===== config.mk =====
export PLATFORM = sky130hd
export DESIGN_NAME = ratiometric_absorbance_sweep_core
export DESIGN_NICKNAME = d
export VERILOG_FILES = /design/src/design/rabs_pkg.sv /design/src/design/rabs_front.sv /design/src/design/rabs_queue.sv /design/src/design/rabs_back.sv /design/src/design/ratiometric_absorbance_sweep_core.sv
export SDC_FILE = /design/constraint.sdc
export NUM_CORES = 2
export LEC_CHECK = 0
export BUFFER_PORTS_ARGS = -buffer_cell sky130_fd_sc_hd__buf_2
export CAP_MARGIN = 20
export CORE_MARGIN = 3
export CORE_UTILIZATION = 32
export DETAILED_ROUTE_END_ITERATION = 10
export MAX_ROUTING_LAYER = met4
export PLACE_DENSITY = 0.52
export SYNTH_ARGS = -nofsm -noshare
export SYNTH_HDL_FRONTEND = slang
export SYNTH_SLANG_ARGS = --single-unit

===== constraint.sdc =====
create_clock -name clock -period 11.1 [get_ports clock]
set_input_delay 2.22 -clock clock [delete_from_list [all_inputs] [get_ports clock]]
set_output_delay 2.22 -clock clock [all_outputs]
set_load 0.01 [all_outputs]

===== src/design/rabs_pkg.sv =====
package rabs_pkg;

   localparam int WAVELENGTH_COUNT_DEFAULT = 8;
   localparam int ADC_BITS_DEFAULT = 12;

   localparam int CONV_W = 12;
   localparam int SUM_W = 20;
   localparam int TAKEN_W = 8;
   localparam int WL_W = 3;
   localparam int NM_W = 10;
   localparam int LED_W = 8;
   localparam int THR_W = 12;
   localparam int ABS_W = 15;
   localparam int CSR_INDEX_W = 2;
   localparam int CSR_DATA_W = 15;

   localparam logic [TAKEN_W-1:0] SPA_RESET = 8'd16;
   localparam logic [THR_W-1:0] THR_RESET = 12'd4;
   localparam logic [ABS_W-1:0] DARK_ABS_RESET = 15'd12288;
   localparam logic [ABS_W-1:0] FULL_SCALE_ABS = 15'd16384;
   localparam logic [26:0] LOG10_2_Q28 = 27'd80807124;
   localparam logic [13:0] FLOOR_FACTOR = 14'd10000;

   localparam logic [CSR_INDEX_W-1:0] CSR_SAMPLES_PER_AVERAGE = 2'd0;
   localparam logic [CSR_INDEX_W-1:0] CSR_DARK_THRESHOLD = 2'd1;
   localparam logic [CSR_INDEX_W-1:0] CSR_DARK_ABSORBANCE = 2'd2;

   localparam int QUEUE_DEPTH = 2;

   typedef struct packed {
      logic [SUM_W-1:0] sample_sum;
      logic [SUM_W-1:0] reference_sum;
      logic [TAKEN_W-1:0] sample_taken;
      logic [TAKEN_W-1:0] reference_taken;
      logic [WL_W-1:0] wavelength;
   } job_type;

   typedef enum logic [3:0] {
      ST_IDLE,
      ST_AVG_S,
      ST_AVG_R,
      ST_CLASSIFY,
      ST_NORM,
      ST_MDIV,
      ST_SQUARE,
      ST_MUL_LO,
      ST_MUL_HI,
      ST_ROUND,
      ST_OUT
   } back_state_type;

   function automatic logic [NM_W-1:0] nm_lookup(input logic [WL_W-1:0] w);
      logic [NM_W-1:0] nm;
      case (w)
         3'd0: nm = 10'd255;
         3'd1: nm = 10'd280;
         3'd2: nm = 10'd365;
         3'd3: nm = 10'd470;
         3'd4: nm = 10'd590;
         3'd5: nm = 10'd660;
         3'd6: nm = 10'd850;
         3'd7: nm = 10'd940;
         default: nm = 10'd0;
      endcase
      return nm;
   endfunction

endpackage


===== src/design/rabs_front.sv =====
module rabs_front #(
   parameter int WAVELENGTH_COUNT = rabs_pkg::WAVELENGTH_COUNT_DEFAULT,
   parameter int ADC_BITS = rabs_pkg::ADC_BITS_DEFAULT
) (
   input  logic clock,
   input  logic reset,
   input  logic req_push,
   output logic req_full,
   input  logic req_mode,
   input  logic [rabs_pkg::CONV_W-1:0] req_conversion,
   input  logic [rabs_pkg::TAKEN_W-1:0] samples_per_average,
   input  logic queue_full,
   output logic queue_push,
   output rabs_pkg::job_type queue_job
);

   localparam logic [rabs_pkg::CONV_W-1:0] CONV_MASK = (ADC_BITS >= rabs_pkg::CONV_W) ?
      {rabs_pkg::CONV_W{1'b1}} : rabs_pkg::CONV_W'((1 << ADC_BITS) - 1);
   localparam logic [rabs_pkg::WL_W-1:0] WL_LAST = rabs_pkg::WL_W'(WAVELENGTH_COUNT - 1);

   logic [rabs_pkg::SUM_W-1:0] s_sum_ff, s_sum_in, r_sum_ff, r_sum_in;
   logic [rabs_pkg::TAKEN_W-1:0] s_taken_ff, s_taken_in, r_taken_ff, r_taken_in;
   logic [rabs_pkg::WL_W-1:0] wl_ff, wl_in;
   logic [rabs_pkg::TAKEN_W-1:0] n;
   logic [rabs_pkg::CONV_W-1:0] conv;
   logic accept;
   logic complete;

   assign req_full = queue_full;
   assign accept = req_push && !queue_full;
   assign n = (samples_per_average == '0) ? rabs_pkg::TAKEN_W'(1) : samples_per_average;
   assign conv = req_conversion & CONV_MASK;

   always_comb begin
      s_sum_in = s_sum_ff;
      r_sum_in = r_sum_ff;
      s_taken_in = s_taken_ff;
      r_taken_in = r_taken_ff;
      wl_in = wl_ff;
      complete = 1'b0;
      if (accept) begin
         if (!req_mode && s_taken_ff < n) begin
            s_sum_in = s_sum_ff + rabs_pkg::SUM_W'(conv);
            s_taken_in = s_taken_ff + 1'b1;
         end
         if (req_mode && r_taken_ff < n) begin
            r_sum_in = r_sum_ff + rabs_pkg::SUM_W'(conv);
            r_taken_in = r_taken_ff + 1'b1;
         end
         complete = (s_taken_in >= n) && (r_taken_in >= n);
      end
      queue_job.sample_sum = s_sum_in;
      queue_job.reference_sum = r_sum_in;
      queue_job.sample_taken = s_taken_in;
      queue_job.reference_taken = r_taken_in;
      queue_job.wavelength = wl_ff;
      queue_push = complete;
      if (complete) begin
         s_sum_in = '0;
         r_sum_in = '0;
         s_taken_in = '0;
         r_taken_in = '0;
         wl_in = (wl_ff == WL_LAST) ? '0 : wl_ff + 1'b1;
      end
   end

   always_ff @(posedge clock) begin
      if (reset) begin
         s_sum_ff <= '0;
         r_sum_ff <= '0;
         s_taken_ff <= '0;
         r_taken_ff <= '0;
         wl_ff <= '0;
      end else begin
         s_sum_ff <= s_sum_in;
         r_sum_ff <= r_sum_in;
         s_taken_ff <= s_taken_in;
         r_taken_ff <= r_taken_in;
         wl_ff <= wl_in;
      end
   end

endmodule


===== src/design/rabs_queue.sv =====
module rabs_queue (
   input  logic clock,
   input  logic reset,
   input  logic push,
   output logic full,
   input  logic pop,
   output logic empty,
   input  rabs_pkg::job_type push_job,
   output rabs_pkg::job_type pop_job
);

   rabs_pkg::job_type mem_ff [rabs_pkg::QUEUE_DEPTH];
   logic wr_ptr_ff, wr_ptr_in, rd_ptr_ff, rd_ptr_in;
   logic [1:0] count_ff, count_in;
   logic do_push, do_pop;

   assign full = (count_ff == 2'(rabs_pkg::QUEUE_DEPTH));
   assign empty = (count_ff == 2'd0);
   assign do_push = push && !full;
   assign do_pop = pop && !empty;
   assign pop_job = mem_ff[rd_ptr_ff];

   always_comb begin
      wr_ptr_in = do_push ? !wr_ptr_ff : wr_ptr_ff;
      rd_ptr_in = do_pop ? !rd_ptr_ff : rd_ptr_ff;
      count_in = count_ff + 2'(do_push) - 2'(do_pop);
   end

   always_ff @(posedge clock) begin
      if (do_push) begin
         mem_ff[wr_ptr_ff] <= push_job;
      end
   end

   always_ff @(posedge clock) begin
      if (reset) begin
         wr_ptr_ff <= 1'b0;
         rd_ptr_ff <= 1'b0;
         count_ff <= '0;
      end else begin
         wr_ptr_ff <= wr_ptr_in;
         rd_ptr_ff <= rd_ptr_in;
         count_ff <= count_in;
      end
   end

endmodule


===== src/design/rabs_back.sv =====
module rabs_back #(
   parameter int WAVELENGTH_COUNT = rabs_pkg::WAVELENGTH_COUNT_DEFAULT
) (
   input  logic clock,
   input  logic reset,
   input  logic queue_empty,
   output logic queue_pop,
   input  rabs_pkg::job_type queue_job,
   input  logic [rabs_pkg::THR_W-1:0] dark_threshold,
   input  logic [rabs_pkg::ABS_W-1:0] dark_absorbance,
   output logic rsp_empty,
   input  logic rsp_pop,
   output logic [rabs_pkg::WL_W-1:0] rsp_wavelength_index,
   output logic [rabs_pkg::NM_W-1:0] rsp_wavelength_nm,
   output logic [rabs_pkg::LED_W-1:0] rsp_led_select,
   output logic [rabs_pkg::ABS_W-1:0] rsp_absorbance,
   output logic rsp_dark_reference,
   output logic rsp_ratio_floored,
   output logic rsp_last
);

   localparam logic [rabs_pkg::WL_W-1:0] WL_LAST = rabs_pkg::WL_W'(WAVELENGTH_COUNT - 1);

   rabs_pkg::back_state_type state_ff, state_in;
   rabs_pkg::job_type job_ff, job_in;
   logic [4:0] cnt_ff, cnt_in;
   logic [7:0] rem_ff, rem_in;
   logic [19:0] quo_ff, quo_in;
   logic [11:0] s_ff, s_in, r_ff, r_in;
   logic [12:0] d_ff, d_in;
   logic [3:0] e_ff, e_in;
   logic [13:0] mrem_ff, mrem_in;
   logic [30:0] m_ff, m_in;
   logic [29:0] frac_ff, frac_in;
   logic [43:0] plo_ff, plo_in, phi_ff, phi_in;
   logic [rabs_pkg::ABS_W-1:0] abs_ff, abs_in;
   logic dark_ff, dark_in, floored_ff, floored_in;
   logic out_valid_ff, out_valid_in;
   logic [rabs_pkg::WL_W-1:0] out_wl_ff, out_wl_in;
   logic [rabs_pkg::ABS_W-1:0] out_abs_ff, out_abs_in;
   logic out_dark_ff, out_dark_in, out_floored_ff, out_floored_in;

   logic [19:0] dividend;
   logic [7:0] divisor;
   logic [8:0] remx;
   logic [13:0] mtry;
   logic [61:0] sq;
   logic [31:0] mm;
   logic [33:0] l2;
   logic [61:0] prod;
   logic [15:0] q;

   always_comb begin
      state_in = state_ff;
      job_in = job_ff;
      cnt_in = cnt_ff;
      rem_in = rem_ff;
      quo_in = quo_ff;
      s_in = s_ff;
      r_in = r_ff;
      d_in = d_ff;
      e_in = e_ff;
      mrem_in = mrem_ff;
      m_in = m_ff;
      frac_in = frac_ff;
      plo_in = plo_ff;
      phi_in = phi_ff;
      abs_in = abs_ff;
      dark_in = dark_ff;
      floored_in = floored_ff;
      out_valid_in = out_valid_ff && !rsp_pop;
      out_wl_in = out_wl_ff;
      out_abs_in = out_abs_ff;
      out_dark_in = out_dark_ff;
      out_floored_in = out_floored_ff;
      queue_pop = 1'b0;

      dividend = (state_ff == rabs_pkg::ST_AVG_S) ? job_ff.sample_sum : job_ff.reference_sum;
      divisor = (state_ff == rabs_pkg::ST_AVG_S) ? job_ff.sample_taken :
         job_ff.reference_taken;
      remx = {rem_ff, dividend[cnt_ff]};
      mtry = mrem_ff - {1'b0, d_ff};
      sq = 62'(m_ff) * 62'(m_ff);
      mm = sq[61:30];
      l2 = {e_ff, frac_ff};
      prod = {1'b0, phi_ff, 17'b0} + {18'b0, plo_ff} + (62'd1 << 45);
      q = prod[61:46];

      case (state_ff)
         rabs_pkg::ST_IDLE: begin
            if (!queue_empty) begin
               queue_pop = 1'b1;
               job_in = queue_job;
               cnt_in = 5'd19;
               rem_in = '0;
               state_in = rabs_pkg::ST_AVG_S;
            end
         end
         rabs_pkg::ST_AVG_S, rabs_pkg::ST_AVG_R: begin
            if (remx >= {1'b0, divisor}) begin
               rem_in = 8'(remx - {1'b0, divisor});
               quo_in = {quo_ff[18:0], 1'b1};
            end else begin
               rem_in = remx[7:0];
               quo_in = {quo_ff[18:0], 1'b0};
            end
            cnt_in = cnt_ff - 1'b1;
            if (cnt_ff == '0) begin
               rem_in = '0;
               cnt_in = 5'd19;
               if (state_ff == rabs_pkg::ST_AVG_S) begin
                  s_in = quo_in[11:0];
                  state_in = rabs_pkg::ST_AVG_R;
               end else begin
                  r_in = quo_in[11:0];
                  state_in = rabs_pkg::ST_CLASSIFY;
               end
            end
         end
         rabs_pkg::ST_CLASSIFY: begin
            dark_in = 1'b0;
            floored_in = 1'b0;
            d_in = {1'b0, s_ff};
            e_in = '0;
            if (r_ff < dark_threshold) begin
               dark_in = 1'b1;
               abs_in = dark_absorbance;
               state_in = rabs_pkg::ST_OUT;
            end else if ((26'(s_ff) * 26'(rabs_pkg::FLOOR_FACTOR)) < 26'(r_ff)) begin
               floored_in = 1'b1;
               abs_in = rabs_pkg::FULL_SCALE_ABS;
               state_in = rabs_pkg::ST_OUT;
            end else if (s_ff >= r_ff) begin
               abs_in = '0;
               state_in = rabs_pkg::ST_OUT;
            end else begin
               state_in = rabs_pkg::ST_NORM;
            end
         end
         rabs_pkg::ST_NORM: begin
            if ({d_ff, 1'b0} <= 14'(r_ff)) begin
               d_in = {d_ff[11:0], 1'b0};
               e_in = e_ff + 1'b1;
            end else begin
               mrem_in = 14'(r_ff);
               cnt_in = 5'd30;
               state_in = rabs_pkg::ST_MDIV;
            end
         end
         rabs_pkg::ST_MDIV: begin
            if (mrem_ff >= {1'b0, d_ff}) begin
               m_in = {m_ff[29:0], 1'b1};
               mrem_in = {mtry[12:0], 1'b0};
            end else begin
               m_in = {m_ff[29:0], 1'b0};
               mrem_in = {mrem_ff[12:0], 1'b0};
            end
            cnt_in = cnt_ff - 1'b1;
            if (cnt_ff == '0) begin
               cnt_in = 5'd29;
               frac_in = '0;
               state_in = rabs_pkg::ST_SQUARE;
            end
         end
         rabs_pkg::ST_SQUARE: begin
            if (mm[31]) begin
               m_in = mm[31:1];
               frac_in = {frac_ff[28:0], 1'b1};
            end else begin
               m_in = mm[30:0];
               frac_in = {frac_ff[28:0], 1'b0};
            end
            cnt_in = cnt_ff - 1'b1;
            if (cnt_ff == '0) begin
               state_in = rabs_pkg::ST_MUL_LO;
            end
         end
         rabs_pkg::ST_MUL_LO: begin
            plo_in = 44'(l2[16:0]) * 44'(rabs_pkg::LOG10_2_Q28);
            state_in = rabs_pkg::ST_MUL_HI;
         end
         rabs_pkg::ST_MUL_HI: begin
            phi_in = 44'(l2[33:17]) * 44'(rabs_pkg::LOG10_2_Q28);
            state_in = rabs_pkg::ST_ROUND;
         end
         rabs_pkg::ST_ROUND: begin
            abs_in = (q > 16'(rabs_pkg::FULL_SCALE_ABS)) ? rabs_pkg::FULL_SCALE_ABS :
               q[rabs_pkg::ABS_W-1:0];
            state_in = rabs_pkg::ST_OUT;
         end
         rabs_pkg::ST_OUT: begin
            if (!out_valid_ff || rsp_pop) begin
               out_valid_in = 1'b1;
               out_wl_in = job_ff.wavelength;
               out_abs_in = abs_ff;
               out_dark_in = dark_ff;
               out_floored_in = floored_ff;
               state_in = rabs_pkg::ST_IDLE;
            end
         end
         default: begin
            state_in = rabs_pkg::ST_IDLE;
         end
      endcase
   end

   always_ff @(posedge clock) begin
      if (reset) begin
         state_ff <= rabs_pkg::ST_IDLE;
         out_valid_ff <= 1'b0;
      end else begin
         state_ff <= state_in;
         out_valid_ff <= out_valid_in;
      end
   end

   always_ff @(posedge clock) begin
      job_ff <= job_in;
      cnt_ff <= cnt_in;
      rem_ff <= rem_in;
      quo_ff <= quo_in;
      s_ff <= s_in;
      r_ff <= r_in;
      d_ff <= d_in;
      e_ff <= e_in;
      mrem_ff <= mrem_in;
      m_ff <= m_in;
      frac_ff <= frac_in;
      plo_ff <= plo_in;
      phi_ff <= phi_in;
      abs_ff <= abs_in;
      dark_ff <= dark_in;
      floored_ff <= floored_in;
      out_wl_ff <= out_wl_in;
      out_abs_ff <= out_abs_in;
      out_dark_ff <= out_dark_in;
      out_floored_ff <= out_floored_in;
   end

   assign rsp_empty = !out_valid_ff;
   assign rsp_wavelength_index = out_wl_ff;
   assign rsp_wavelength_nm = rabs_pkg::nm_lookup(out_wl_ff);
   assign rsp_led_select = rabs_pkg::LED_W'(1) << out_wl_ff;
   assign rsp_absorbance = out_abs_ff;
   assign rsp_dark_reference = out_dark_ff;
   assign rsp_ratio_floored = out_floored_ff;
   assign rsp_last = (out_wl_ff == WL_LAST);

endmodule


===== src/design/ratiometric_absorbance_sweep_core.sv =====
// Conversions are taken one per cycle whenever full is low; the front end adds each conversion
// to its channel's total until that channel holds samples_per_average of them and drops surplus
// ones. Each completed pair of totals is passed through a two-entry queue to the back end, which
// produces one absorbance per job: directly when the reference is dark, the ratio is floored or
// the sample is not below the reference, and otherwise through a logarithm: two bit-serial average
// divisions, normalising shifts of the divisor, a bit-serial mantissa division, 30 squarings in
// one 31 x 31 multiplier, and the ST_MUL_LO, ST_MUL_HI and ST_ROUND states of scaling and rounding.
// The result waits in an output register until popped while the next job proceeds.
// Configuration writes are always ready and must only be made while the block is idle.
module ratiometric_absorbance_sweep_core #(
   parameter int WAVELENGTH_COUNT = rabs_pkg::WAVELENGTH_COUNT_DEFAULT,
   parameter int ADC_BITS = rabs_pkg::ADC_BITS_DEFAULT
) (
   input  logic clock,
   input  logic reset,
   input  logic req_push,
   output logic full,
   input  logic req_mode,
   input  logic [rabs_pkg::CONV_W-1:0] req_conversion,
   output logic empty,
   input  logic pop,
   output logic [rabs_pkg::WL_W-1:0] rsp_wavelength_index,
   output logic [rabs_pkg::NM_W-1:0] rsp_wavelength_nm,
   output logic [rabs_pkg::LED_W-1:0] rsp_led_select,
   output logic [rabs_pkg::ABS_W-1:0] rsp_absorbance,
   output logic rsp_dark_reference,
   output logic rsp_ratio_floored,
   output logic rsp_last,
   input  logic csr_valid,
   output logic csr_ready,
   input  logic [rabs_pkg::CSR_INDEX_W-1:0] csr_index,
   input  logic [rabs_pkg::CSR_DATA_W-1:0] csr_data
);

   logic [rabs_pkg::TAKEN_W-1:0] spa_ff, spa_in;
   logic [rabs_pkg::THR_W-1:0] thr_ff, thr_in;
   logic [rabs_pkg::ABS_W-1:0] dark_abs_ff, dark_abs_in;
   logic q_push, q_full, q_pop, q_empty;
   rabs_pkg::job_type push_job, pop_job;

   assign csr_ready = 1'b1;

   always_comb begin
      spa_in = spa_ff;
      thr_in = thr_ff;
      dark_abs_in = dark_abs_ff;
      if (csr_valid) begin
         case (csr_index)
            rabs_pkg::CSR_SAMPLES_PER_AVERAGE: spa_in = csr_data[rabs_pkg::TAKEN_W-1:0];
            rabs_pkg::CSR_DARK_THRESHOLD: thr_in = csr_data[rabs_pkg::THR_W-1:0];
            rabs_pkg::CSR_DARK_ABSORBANCE: dark_abs_in = csr_data[rabs_pkg::ABS_W-1:0];
            default: begin
            end
         endcase
      end
   end

   always_ff @(posedge clock) begin
      if (reset) begin
         spa_ff <= rabs_pkg::SPA_RESET;
         thr_ff <= rabs_pkg::THR_RESET;
         dark_abs_ff <= rabs_pkg::DARK_ABS_RESET;
      end else begin
         spa_ff <= spa_in;
         thr_ff <= thr_in;
         dark_abs_ff <= dark_abs_in;
      end
   end

   rabs_front #(
      .WAVELENGTH_COUNT(WAVELENGTH_COUNT),
      .ADC_BITS(ADC_BITS)
   ) u_front (
      .clock(clock),
      .reset(reset),
      .req_push(req_push),
      .req_full(full),
      .req_mode(req_mode),
      .req_conversion(req_conversion),
      .samples_per_average(spa_ff),
      .queue_full(q_full),
      .queue_push(q_push),
      .queue_job(push_job)
   );

   rabs_queue u_queue (
      .clock(clock),
      .reset(reset),
      .push(q_push),
      .full(q_full),
      .pop(q_pop),
      .empty(q_empty),
      .push_job(push_job),
      .pop_job(pop_job)
   );

   rabs_back #(
      .WAVELENGTH_COUNT(WAVELENGTH_COUNT)
   ) u_back (
      .clock(clock),
      .reset(reset),
      .queue_empty(q_empty),
      .queue_pop(q_pop),
      .queue_job(pop_job),
      .dark_threshold(thr_ff),
      .dark_absorbance(dark_abs_ff),
      .rsp_empty(empty),
      .rsp_pop(pop),
      .rsp_wavelength_index(rsp_wavelength_index),
      .rsp_wavelength_nm(rsp_wavelength_nm),
      .rsp_led_select(rsp_led_select),
      .rsp_absorbance(rsp_absorbance),
      .rsp_dark_reference(rsp_dark_reference),
      .rsp_ratio_floored(rsp_ratio_floored),
      .rsp_last(rsp_last)
   );

endmodule


Word level (Yosys, flattened, before mapping)
Memories as Yosys holds them, arrays and structs flattened. A register that Yosys moved wholly into a read port is not among the register bits.
Cells that the tools add are included.
{"block": "totals", "register_bits": 364, "latchBits": 0, "mem_bits_rw": 118, "romBits": 80, "in_bits": 35, "out_inout_bits": 42, "elab_cells": 196, "mem_count": 2}
{"block": "op_classes", "addsub": 13, "mul": 4, "div_mod_pow": 0, "magnitude_cmp": 12, "eq_ne": 23, "shift": 1, "mux": 65, "bitwise": 2, "reduce_logical": 42}
{"name": "u_queue.mem_ff", "words": 2, "width": 59, "read_ports": 1, "rd_ports_with_merged_regs": 1, "write_ports": 1, "line": "rabs_queue.sv:12", "rtl": "rabs_pkg::job_type mem_ff [rabs_pkg::QUEUE_DEPTH];"}
{"name": "(no name shown)", "words": 8, "width": 10, "read_ports": 1, "rd_ports_with_merged_regs": 1, "write_ports": 0, "line": "rabs_pkg.sv:54", "rtl": "case (w)"}
{"op": "$mux 20", "n": 5}
{"op": "$mux 8", "n": 11}
{"op": "$mul 17x25->42 const B", "n": 2}
{"op": "$add 61x44->62", "n": 1}
{"op": "$add 62x46->62 const B", "n": 1}
{"op": "$mul 31x31->62", "n": 1}
{"op": "$pmux 31 s2", "n": 1}
{"op": "$mux 15", "n": 4}
{"op": "$pmux 30 s2", "n": 1}
{"op": "$add 20x12->20", "n": 2}
{"op": "$mux 4", "n": 10}
{"op": "$pmux 4 s10", "n": 1}
{"op": "$mux 31", "n": 1}
{"op": "$mux 30", "n": 1}
{"op": "$pmux 15 s2", "n": 1}
{"op": "$mux 14", "n": 2}
{"op": "$pmux 14 s2", "n": 1}
{"op": "$lt 26x12->1", "n": 1}
{"op": "$pmux 13 s2", "n": 1}
{"op": "$pmux 5 s5", "n": 1}
{"op": "$mul 12x10->22 const B", "n": 1}
{"op": "$mux 5", "n": 4}
{"op": "$reduce_and 2->1", "n": 10}
{"op": "$add 8x1->8 const B", "n": 2}
{"op": "46 further kinds", "n": 96}

Longest topological paths before layout
{"block": "logic_depth", "ltp_word": 12, "depth_mapped": 32, "mapped_depth_nobuf": 27}

Modules after synthesis
From an unflattened synthesis, not the netlist that was laid out.
{"block": "hier_totals", "cells_unflattened": 6441, "area_unflattened_um2": 65904.5}
{"mod": "rabs_back", "n_inst": 1, "cells_each": 5480, "area_per_inst_um2": 54867.6, "seq_area_each_um2": 9399.0}
{"mod": "rabs_front", "n_inst": 1, "cells_each": 611, "area_per_inst_um2": 5033.6, "seq_area_each_um2": 1181.1}
{"mod": "rabs_queue", "n_inst": 1, "cells_each": 211, "area_per_inst_um2": 4533.1, "seq_area_each_um2": 3643.5}
{"mod": "ratiometric_absorbance_sweep_core", "n_inst": 1, "cells_each": 139, "area_per_inst_um2": 1470.2, "seq_area_each_um2": 700.7}

Least setup slack after synthesis
OpenSTA, ideal clock, no wires.
{"block": "synth_timing", "path_type": "register to register", "start": "register u_back.m_ff[25]", "end": "register u_back.m_ff[0] (data pin)", "setup_time_ns": 0.270, "arrival_ns": 7.560, "t_required_ns": 10.830, "slack_ns": 3.270, "path_stages_with_launch": 31, "n_path_buf": 5, "period_less_slack_ns": 7.830, "path_cell_list": "edfxtp_1 clkbuf_1 clkbuf_1 nand2_1 fa_1 fa_1 inv_1 fa_1 inv_1 fa_1 inv_1 fa_1 fa_1 fa_1 inv_1 fa_1 inv_1 ha_1 buf_2 and4_1 nand3_1 nor3_2 o311a_1 a211oi_2 a31o_2 o2111ai_1 o21a_2 buf_6 buf_12 mux2i_1 a21oi_1"}
{"block": "synth_between", "elab_chain_len": 3}
{"item": "start, declared", "line": "rabs_back.sv:33", "rtl": "logic [30:0] m_ff, m_in;"}
{"item": "start signal, assigned", "line": "rabs_back.sv:227", "rtl": "m_ff <= m_in;"}
{"item": "$mul 31x31->62", "line": "rabs_back.sv:83", "rtl": "sq = 62'(m_ff) * 62'(m_ff);"}
{"item": "$mux 31", "line": "rabs_back.sv:166", "rtl": "if (mm[31]) begin"}
{"item": "$pmux 31 s2", "line": "rabs_back.sv:89", "rtl": "case (state_ff)"}
{"item": "via u_back.m_in[0]", "line": "rabs_back.sv:33"}
The timed path passes the listed nets, and every way through them passes these cells.
A chain may end at the register's enable or synchronous reset.

Final worst setup path
{"block": "layout_timing", "start": "register u_back.m_ff[10]", "end": "register u_back.m_ff[19] (data pin)"}
Same word-level chain as after synthesis.

==> impl_metrics.csv <==
group,metric,value,unit
drt,drtAntennaViolNets,0,
power_and_ir_drop,power_density,129.5,nW/um^2
clock_network,clk_latency,0.72,ns
clock_network,htreeDepth,2,
clock_network,cts_max_path_buffers,3,
yosys,synth_cell_type_count,91,
drt,drc,0,
sta,hold_viol_final,0,
yosys,synth_edf_count,421,
worst_setup_path,crit_fanout,24,
place,place_hpwl,126900,um
drt,first_pass_iters,5,
worst_setup_path,cp-end-kind,"flop",
worst_setup_path,reg2reg_slack,1.78,ns
global_route,track_usage,16.53,%
cells_and_area,final_core_util,35.07,%
yosys,yosys_warnings,0,
yosys,netlist.area_leader.share,29.32,%
clock_network,clock-sinks,534,
global_route,antenna_found_initial,6,
sta,slew_viol_final,0,
global_route,grt_util_met3,1.314,%
worst_setup_path,cp-start-kind,"flop",
yosys,synthCells,6253,
drt,drt_iter0_markers,1893,
die,rows,164,
sta,rsz0062_at_grt,"false",
drt,viasPerCell,4.705,
cells_and_area,seq_area,14910,um^2
yosys,syn_nets,8047,
yosys,avgSynthCellArea,10.30,um^2
cells_and_area,final_cells,8995,
worst_setup_path,startpoint,"u_back.m_ff[10]$_DFFE_PP_",
worst_setup_path,cp_slowest_cell,"edfxtp_1",
drt,num_vias,42320,
clock_network,cts_tree,"built",
die,io_pins,77,
yosys,synthTopCellsByArea,"fa_1 (29%), edfxtp_1 (20%), ha_1 (16%)",
cells_and_area,nFillCells,20220,
run,maxCapViolCount,0,
cells_and_area,multi_input_area,43610,um^2
place,routabilityCongestion,0.9016,
sta,skew,0.08691,ns
die,initial_utilization,32.21,%
worst_setup_path,critPathCapture,"u_back.m_ff[19]$_DFFE_PP_",
die,fp.dieH,454.6,um
global_route,use_met2,27.90,%
worst_setup_path,worstReg2RegEnd,"u_back.m_ff[19]$_DFFE_PP_",
clock_network,cts_resized,0,
clock_network,postCtsSetupBuffers,0,
global_route,grt_pass1_vias,46110,
yosys,ys_seq_area_share,23.15,%
sta,tightest_slew,1.163,ns
die,dieWidth,454.6,um
place,port_buffers,75,
yosys,synth-main-ff-cell,"edfxtp_1",
clock_network,clk_pin_slew,0.07,ns
yosys,async_flop_share,0,%
clock_network,cts_hold_buffers,0,
worst_setup_path,path_common_cell,"fa_1",
cells_and_area,areaGrowthSynthToFinish,8.865,%
power_and_ir_drop,leakage,34.36,nW
drt,routed_wl,161300,um
global_route,grt_pass1_wl,262200,um
yosys,netlist_area,64380,um^2
worst_setup_path,arrival,9.72,ns
worst_setup_path,critical_path_required,11.50,ns
clock_network,root_buffer,"clkbuf_16",
yosys,ys_ff_latch,534,
worst_setup_path,r2r_start,"u_back.m_ff[10]$_DFFE_PP_",
sta,finalCriticalPeriod,9.316,ns
global_route,top_usage_layer,"met2",
worst_setup_path,slowest_delay,1.07,ns
worst_hold_path,holdCritPathClass,"reg2reg",
drt,wl_per_cell,17.94,um
power_and_ir_drop,ir_drop,0.0001493,V
global_route,grt_max_degree,67,
clock_network,cts_inserted_buffers,61,
die,core,199900,um^2
sta,fmax,107.3,MHz
global_route,grt_remaining_overflow,0,
worst_setup_path,crit_type,"reg2reg",
sta,fin_setup_tns,0,ns
place,dp.cells,8875,
global_route,grt_use_met1,21.73,%
cells_and_area,drive_above_1_share,6.014,%
sta,fin_crit_sh,83.93,%
die,die_area,206600,um^2
sta,slew_headroom,22.44,%
run_status,status,"completed",
sta,setup_viol,0,
yosys,yosysTopAreaCell,"fa_1",
cells_and_area,fin_nets,8076,
worst_setup_path,reg2reg_depth,26,
synthesized netlist by cell type, types with 15 or more instances:
| cell | n |
|---|---|
| a211oi_1 | 24 |
| a21o_1 | 98 |
| a21oi_1 | 199 |
| a31oi_1 | 23 |
| and2_1 | 216 |
| and3_1 | 26 |
| clkbuf_1 | 156 |
| dfxtp_1 | 113 |
| edfxtp_1 | 421 |
| fa_1 | 943 |
| ha_1 | 816 |
| inv_1 | 1384 |
| mux2_2 | 72 |
| mux2i_1 | 46 |
| nand2_1 | 507 |
| nand2b_1 | 31 |
| nand3_1 | 57 |
| nand4_1 | 43 |
| nor2_1 | 238 |
| nor2b_1 | 93 |
| nor3_1 | 53 |
| o21a_1 | 26 |
| o21ai_0 | 156 |
| o21bai_1 | 17 |
| o31ai_1 | 15 |
| or2_2 | 15 |
| xnor2_1 | 125 |
| xor2_1 | 78 |
layout by cell type, fill, tap and decap left out, drive strengths merged, types with 15 or more instances in the layout:
cell type and n:
buf 148, o21bai 17, inv 1391, o21ai 163, mux2 72, nor2b 93, xor2 78, a21o 98
nand2 507, nand3 57, a21oi 200, ha 816, nor2 238, o31ai 15, clkbuf 73, or2 15
and3 26, mux2i 46, nand4 43, nand2b 31, o21a 27, clkinv 31, nor3 55, a31oi 23
fa 943, edfxtp 421, dfxtp 113, and2 216, xnor2 125, a211oi 25
through the flow:
step           hold WS [ns]  setup WS [ns]  cell area (um^2)  total power (W)
6_report             0.4180          1.784             70090         0.009076
2_1_floorplan        0.4003          3.270             64380         0.005738
3_5_place_dp         0.4045          1.678             68010         0.006996
5_1_grt              0.4151          1.303             70090         0.009791
3_3_place_gp         0.4004          1.661             67940         0.007023
4_1_cts              0.4072          1.624             70080         0.009191
state kept, by name (all words and copies together) (netlist names), 10 cells and up:
| name | cells |
|---|---|
| u_queue.mem_ff | 118 |
| u_back.job_ff | 59 |
| u_back.phi_ff | 42 |
| u_back.m_ff | 31 |
| u_back.frac_ff | 30 |
| u_back.plo_ff | 25 |
| u_front.r_sum_ff | 20 |
| u_front.s_sum_ff | 20 |
| dark_abs_ff | 15 |
| u_back.abs_ff | 15 |
| u_back.rsp_absorbance | 15 |
| u_back.mrem_ff | 14 |
| u_back.d_ff | 13 |
| thr_ff | 12 |
| u_back.r_ff | 12 |
| u_back.s_ff | 12 |
| u_back.quo_ff | 11 |
| u_back.rsp_wavelength_nm | 10 |
per-layer routing:
layer | vias up | wire length (um)
met3 | 176 | 5088
met2 | 629 | 78940
li1 | 20130 | -
met4 | 0 | 3364
met1 | 21390 | 73940
met5 | - | 0
logic make-up (layout without fill, tap and decap cells):
logic type / Yosys count / count (layout) / share of synthesized area [%]
AO/OA/AOI/OAI: 709 / 709 / 7.134
XOR/XNOR: 203 / 203 / 2.761
adder cells (fa/ha/maj): 1759 / 1759 / 45.18
buffers and inverters: 1568 / 1650 / 9.223
flip-flops: 534 / 534 / 23.15
multiplexers: 130 / 130 / 2.394
other: 2 / 6 / 0.01166
AND/OR/NAND/NOR: 1348 / 1348 / 10.15
final cells by class:
| cell class | count | share of cell area (%) |
|---|---|---|
| Multi-Input combinational cell | 4151 | 62.21 |
| Inverter | 1386 | 7.422 |
| Tap cell | 2656 | 4.741 |
| Sequential cell | 534 | 21.27 |
| Timing Repair Buffer | 148 | 1.385 |
| Clock inverter | 43 | 0.6605 |
| Clock buffer | 73 | 2.299 |
| Antenna cell | 4 | 0.01428 |
where the power goes:
group	internal (W)	switching [W]	total [W]
Sequential	0.00240	0.000114	0.00251
Clock	0.00117	0.000926	0.00210
Combinational	0.00174	0.00273	0.00446
Total	0.00531	0.00377	0.00908
critical path: cells and delay by family, from the launching register on:
family,cells,cell delay (ns)
fa+ha+maj,9,4.42
compound gates,6,1.58
simple gates,4,1.07
flops,1,1.07
buf+inv,7,0.85
worst min path at each step:
| stage | from | to | slack (ns) | cells after the start |
|---|---|---|---|---|
| after detailed placement | u_back.abs_ff[11]$_DFFE_PP_ | u_back.rsp_absorbance[11]$_DFFE_PP_ | 0.40 | 0 |
| after global routing | u_back.quo_ff[1]$_DFFE_PP_ | u_back.quo_ff[2]$_DFFE_PP_ | 0.42 | 0 |
| after CTS | u_back.quo_ff[1]$_DFFE_PP_ | u_back.r_ff[2]$_DFFE_PP_ | 0.41 | 0 |
| final | u_back.quo_ff[1]$_DFFE_PP_ | u_back.quo_ff[2]$_DFFE_PP_ | 0.42 | 0 |
| after floorplan | u_back.abs_ff[0]$_DFFE_PP_ | u_back.rsp_absorbance[0]$_DFFE_PP_ | 0.40 | 0 |
| after global placement | u_back.abs_ff[1]$_DFFE_PP_ | u_back.rsp_absorbance[1]$_DFFE_PP_ | 0.40 | 0 |
Note: power is estimated with default switching activity, not from simulation.
